<file path="src/rtl/crt_pkg.sv">
// Package: types and constants for the Garner CRT reconstruction block.
package crt_pkg;
  localparam int unsigned LimbCount = 4;
  localparam int unsigned ModWidth = 16;
  localparam int unsigned DigitCount = 2 * LimbCount;
  localparam int unsigned DigitIdxW = $clog2(DigitCount);
  localparam int unsigned LimbIdxW = $clog2(LimbCount);

  typedef struct packed {
    logic [15:0] residue;
    logic [15:0] modulus;
    logic        final_pair;
  } crt_in_t;

  typedef struct packed {
    logic [LimbIdxW-1:0] limb_index;
    logic [63:0]         limb_value;
    logic                overflow;
    logic                last_limb;
  } crt_out_t;

  // Shared modular unit commands.
  typedef enum logic [1:0] {
    MopMulMod = 2'd0,   // (a * b) mod m
    MopShiftMod = 2'd1  // ((a << 32) | b) mod m
  } crt_mop_e;

  typedef struct packed {
    logic        start;
    crt_mop_e    op;
    logic [31:0] a;
    logic [31:0] b;
    logic [ModWidth-1:0] m;
  } crt_mreq_t;

  typedef struct packed {
    logic                busy;
    logic                done;
    logic [ModWidth-1:0] r;
  } crt_mrsp_t;
endpackage

</file>
<file path="src/rtl/crt_modunit.sv">
// Shared bit-serial modular reduction unit: one dividend bit per cycle.
module crt_modunit (
  input  logic            clk_i,
  input  logic            rst_ni,
  input  crt_pkg::crt_mreq_t req_i,
  output crt_pkg::crt_mrsp_t rsp_o
);
  import crt_pkg::*;

  logic [63:0]         num_q, num_d;
  logic [ModWidth:0]   rem_q, rem_d;
  logic [ModWidth-1:0] m_q, m_d;
  logic [6:0]          cnt_q, cnt_d;
  logic                busy_q, busy_d, done_q, done_d;
  logic [ModWidth+1:0] shl;
  logic [63:0]         prod;

  assign prod = 64'(req_i.a) * 64'(req_i.b);
  assign shl  = {rem_q, num_q[63]};

  always_comb begin
    num_d = num_q;
    rem_d = rem_q;
    m_d = m_q;
    cnt_d = cnt_q;
    busy_d = busy_q;
    done_d = 1'b0;
    if (req_i.start) begin
      unique case (req_i.op)
        MopMulMod: num_d = prod;
        MopShiftMod: num_d = {req_i.a, req_i.b};
        default: num_d = prod;
      endcase
      rem_d = '0;
      m_d = req_i.m;
      cnt_d = 7'd64;
      busy_d = 1'b1;
    end else if (busy_q) begin
      // Restoring step: remainder stays below m, so one subtract suffices.
      if (shl >= {2'b00, m_q}) begin
        rem_d = (ModWidth+1)'(shl - {2'b00, m_q});
      end else begin
        rem_d = (ModWidth+1)'(shl);
      end
      rem_d[ModWidth] = 1'b0;
      num_d = {num_q[62:0], 1'b0};
      cnt_d = cnt_q - 7'd1;
      if (cnt_q == 7'd1) begin
        busy_d = 1'b0;
        done_d = 1'b1;
      end
    end
  end

  always_ff @(posedge clk_i or negedge rst_ni) begin
    if (!rst_ni) begin
      busy_q <= 1'b0;
      done_q <= 1'b0;
      cnt_q <= '0;
    end else begin
      busy_q <= busy_d;
      done_q <= done_d;
      cnt_q <= cnt_d;
    end
  end

  always_ff @(posedge clk_i) begin
    num_q <= num_d;
    rem_q <= rem_d;
    m_q <= m_d;
  end

  assign rsp_o.busy = busy_q;
  assign rsp_o.done = done_q;
  assign rsp_o.r = rem_q[ModWidth-1:0];
endmodule

</file>
<file path="config.mk">
export PLATFORM = sky130hd
export DESIGN_NAME = crt_modunit
export DESIGN_NICKNAME = d
export VERILOG_FILES = /design/src/rtl/crt_pkg.sv /design/src/rtl/crt_modunit.sv
export SDC_FILE = /design/constraint.sdc
export NUM_CORES = 2
export LEC_CHECK = 0
export BUFFER_PORTS_ARGS = -buffer_cell sky130_fd_sc_hd__clkbuf_2
export CAP_MARGIN = 5
export CORE_MARGIN = 3
export CORE_UTILIZATION = 25
export CTS_CLUSTER_SIZE = 10
export DETAILED_ROUTE_END_ITERATION = 7
export SKIP_LAST_GASP = 1
export SLEW_MARGIN = 40
export SYNTH_ARGS = -nofsm -noshare
export SYNTH_HDL_FRONTEND = slang
export SYNTH_SLANG_ARGS = --single-unit
</file>
<file path="constraint.sdc">
create_clock -name clk_i -period 4.5 [get_ports clk_i]
set_input_delay 0.225 -clock clk_i [delete_from_list [all_inputs] [get_ports clk_i]]
set_output_delay 0.225 -clock clk_i [all_outputs]
set_load 0.01 [all_outputs]
</file>
### Word level (Yosys, flattened, before mapping)

Cells that the tools add are included.

| storage, ports and cells | value |
|---|---|
| bits in registers | 105 |
| bits of input ports | 85 |
| output and inout bits | 18 |
| logic and storage cells | 25 |

| operators by class | value |
|---|---|
| $add $sub $neg | 2 |
| $mul | 1 |
| order comparisons | 1 |
| equal/unequal tests | 2 |
| multiplexer cells | 12 |
| reductions and logical operators | 1 |

Operator list:

| cell | count |
|---|---|
| $mux 64 | 3 |
| $mul 32x32->64 | 1 |
| $ge 17x16->1 | 1 |
| $mux 16 | 1 |
| $sub 16x16->16 | 1 |
| $mux 7 | 2 |
| $eq 7x1->1 const B | 1 |
| $sub 7x1->7 const B | 1 |
| $mux 1 | 6 |
| $eq 2x1->1 const B | 1 |
| $reduce_bool 2->1 | 1 |

### Depth between registers and ports, before layout

| depth | value |
|---|---|
| depth in word-level cells | 4 |
| mapped depth | 27 |
| depth with buffers taken out | 25 |

### Least setup slack after synthesis

No wires, ideal clock.

| timing | value |
|---|---|
| kind | input port to flip-flop |
| from | in req_i[18] in the netlist's numbering |
| to | reg num_q[41] (data pin) |
| setup time | 0.266 ns |
| arrival | 6.604 ns |
| required time | 4.234 ns |
| slack | -2.370 ns |
| stages | 24 |
| path buffers | 1 |
| cell sequence | clkbuf_1 > and2_1 > fa_1 > inv_1 > fa_1 > fa_1 > fa_1 > inv_1 > fa_1 > inv_1 > fa_1 > inv_1 > fa_1 > fa_1 > ha_1 > and2_1 > and3_1 > a221oi_2 > o31ai_4 > a21oi_2 > o21bai_1 > a221oi_2 > xor2_1 > o21ai_1 |

| on the way | value |
|---|---|
| longest elaborated chain between the ends | 3 |

Ends and longest elaborated chain:

| item | RTL line | RTL |
|---|---|---|
| from (decl) | crt_modunit.sv:5 | `input crt_pkg::crt_mreq_t req_i,` |
| $mul 32x32->64 | crt_modunit.sv:18 | `assign prod = 64'(req_i.a) * 64'(req_i.b);` |
| $mux 64 | crt_modunit.sv:29 | `unique case (req_i.op)` |
| $mux 64 | crt_modunit.sv:28 | `if (req_i.start) begin` |
| named net num_d[41] | crt_modunit.sv:10 | `logic [63:0] num_q, num_d;` |
| to (signal assigned) | crt_modunit.sv:68 | `num_q <= num_d;` |
| to (decl) | crt_modunit.sv:10 |  |

The timed path passes the listed nets, and every way through them passes these cells.
A chain may end at the register's enable or synchronous reset.

### Final worst setup path

| timing | value |
|---|---|
| from | in req_i[22] in the netlist's numbering |
| to | reg num_q[48] (data pin) |

The elaborated chain is that of the path after synthesis.

==> reports/results.ini <==
[timing]
setup_viol = 56
slew_viol_final = 0
relSlewSlack = 0.437
rsz0062_at_grt = true
fin_crit_sh = 1.57
post-route-min-period_ns = 7.06
worstMarginPinSlew_ns = 0.842
finClkSkew_ns = 0.00986
setup_slack_ns = -2.56
hold_ws_ns = 0.0387
fmax_mhz = 142
hold_viol = 0

[outcome]
failed_checks = setup timing
status = finished, violations left

[cts]
path_clk_slew_ns = 0.08
clockBufferDepth = 2
cts_sinks = 105
root_buffer = clkbuf_16
insertion_delay_ns = 0.35
cts.htree.levels = 3
cts_tree = built
cts_made_buffers = 9

[critical_path]
timing.rr.end = rem_q[1]$_SDFFE_PP0P_
criticalPathCategory = in2reg
crit_path_end_kind = flip-flop
worstPathRequired_ns = 4.57
cp-start-kind = primary input
reg2regPathDepth = 11
reg2reg_from = m_q[1]$_DFFE_PP_
reg2reg_slack_ns = 1.53
worstPathArrival_ns = 7.13
worstPathMaxFanout = 7

[die]
initial_core_util = 0.252
dieArea_sq_um = 161000
die_h_um = 401
pin_count = 103
fp.dieW_um = 401
rows = 144
placeableCoreArea_sq_um = 155000

[synth]
ys_async_sr_fraction = 0.0857
netlist_instances = 4258
ys_seq_area_frac = 0.0755
synth_area_leader_cell = fa_1
ys_ff_latch = 105
yosysWarnings = 0
synth.cell_area_sq_um = 39000
synth.area.top_cells = fa_1, and2_1, ha_1
yosys_most_used_dff = edfxtp_1
synth_edf_count = 80
syn_area_per_cell_sq_um = 9.17
syn_nets = 5521
ys_types = 79
synth_top_area_frac = 0.460

[placement]
dpl_cell_area_sq_um = 45600
place_ws_ns = -3.09
place_hpwl_um = 96700
place_inst = 6605
io_buffers = 102
gp_congestion = 0.892

[detailed_routing]
drc = 0
firstDrtPassIters = 5
wl_per_cell_um = 17.6
wl_um = 118000
drt-initial-drc-count = 1763
via_per_inst = 4.44
drtAntennaViolNets = 0
vias = 29900

[cells_and_area]
syn_to_final_growth_pct = 24.9
drive_gt1_frac = 0.216
stdcell_area_sq_um = 48700
nets = 5933
instances_no_fill = 6728

[min_path]
min_to = m_q[6]$_DFFE_PP_
holdCritPathClass = in2reg
holdPathStages = 1
min-delay-start = req_i[6]

[flow_run]
maxCapViolCount = 0

[grt]
grt_max_degree = 81
overflow = 0
grt_pass1_wl_um = 189000
antenna_found_initial = 20
grt_pass1_vias = 33200
grt_usage = 0.149

## state kept, by name, indices dropped and copies added (netlist names)
register / cells
m_q: 16
rem_q: 16
busy_q: 1
num_q: 64
done_q: 1
cnt_q: 7
## critical path, cell delays in order
cell	delay, ns
clkbuf_16	0.13
buf_12	0.14
buf_4	0.15
buf_16	0.13
and2_4	0.15
fa_1	0.52
fa_1	0.44
fa_1	0.52
inv_2	0.05
fa_1	0.52
inv_1	0.05
fa_1	0.49
fa_1	0.44
fa_2	0.58
fa_1	0.46
ha_4	0.32
and2_4	0.18
nand3_2	0.09
or4_4	0.59
o211ai_1	0.32
o21ai_4	0.13
nor3_2	0.13
nor3_1	0.08
xor2_1	0.14
o221ai_1	0.12
## synthesized netlist by cell type (5+ instances only)
cell type,instances
ha_1,281
o21ai_1,10
nand2_1,523
and3_1,11
inv_1,889
dfxtp_1,16
nor3_1,12
buf_2,17
nand2b_1,7
edfxtp_1,80
a221oi_1,6
nand3_1,35
clkbuf_1,226
buf_1,5
mux2i_1,13
nor2_1,125
buf_4,6
xor2_1,46
o21bai_1,10
xnor2_1,26
a21boi_0,8
a31oi_1,29
a221oi_2,5
and2_1,601
a211oi_1,17
dfrtp_1,9
a21o_1,43
o221ai_1,11
a21oi_1,112
nand4_1,24
fa_1,897
mux2_2,6
nor2b_1,14
o21a_1,6
o21ai_0,52
## through the flow
stage | util | setup TNS [ns]
6_report | 0.315 | -120.46
5_1_grt | 0.315 | -130.55
4_1_cts | 0.310 | -116.96
3_5_place_dp | 0.295 | -149.70
3_3_place_gp | 0.295 | -147.73
2_1_floorplan | - | -95.08
## cells by family after synthesis
| group | count (synthesis) | share of synthesized area |
|---|---|---|
| adders and majority gates | 1178 | 0.550 |
| xor gates and xnor gates | 72 | 0.0162 |
| muxes | 19 | 0.00507 |
| buffers and inverters | 1148 | 0.112 |
| and+or+nand+nor | 1382 | 0.180 |
| DFF | 105 | 0.0755 |
| AOI/OAI and AO/OA | 354 | 0.0607 |
## worst max-delay path by stage
stage | start | to | cells past startpoint
after CTS | req_i[22] | num_q[51]$_DFFE_PP_ | 25
final | req_i[22] | num_q[48]$_DFFE_PP_ | 25
after global placement | req_i[68] | num_q[63]$_DFFE_PP_ | 22
after floorplan | req_i[53] | num_q[62]$_DFFE_PP_ | 22
after detailed placement | req_i[62] | num_q[63]$_DFFE_PP_ | 22
after global routing | req_i[22] | num_q[48]$_DFFE_PP_ | 25
## repair_timing
action	in CTS	in global routing
setup endpoints to repair	58	58
hold buffers	1	0
endpoints found under the hold margin	9	0
gates resized for setup	261	128
pin swaps	157	143
cloned	8	1
setup buffers	61	31
## cell type report
| class | instances | area (sq um) |
|---|---|---|
| Timing Repair Buffer | 660 | 6090 |
| Clock inverter | 5 | 47.5 |
| Antenna cell | 9 | 22.5 |
| Sequential cell | 105 | 2950 |
| Clock buffer | 11 | 253 |
| Multi-Input combinational cell | 3005 | 33500 |
| Inverter | 889 | 3340 |
| Fill cell | 16000 | 106000 |
| Tap cell | 2044 | 2560 |
## metal layers
metal,global-route usage,wire length [um]
met5,0,11
met4,0.0445,3990
met3,0.0171,6050
met1,0.193,49600
met2,0.261,58400
## placed cells by master, fill, tap and decap left out, types with 35 or more instances in the layout
master    instances
xor2_1           44
buf_6            58
and2_1          550
inv_1           867
ha_4             55
buf_12           53
and2_4           51
a21oi_2          35
fa_1            854
nor2_1          117
ha_1            226
a21o_1           43
clkbuf_2         75
buf_4           425
fa_2             43
nand2_1         516
a21oi_1          73
edfxtp_1         80
Power is not shown: default switching activity piles up to over one toggle a cycle in this logic, so the estimate is an artifact.
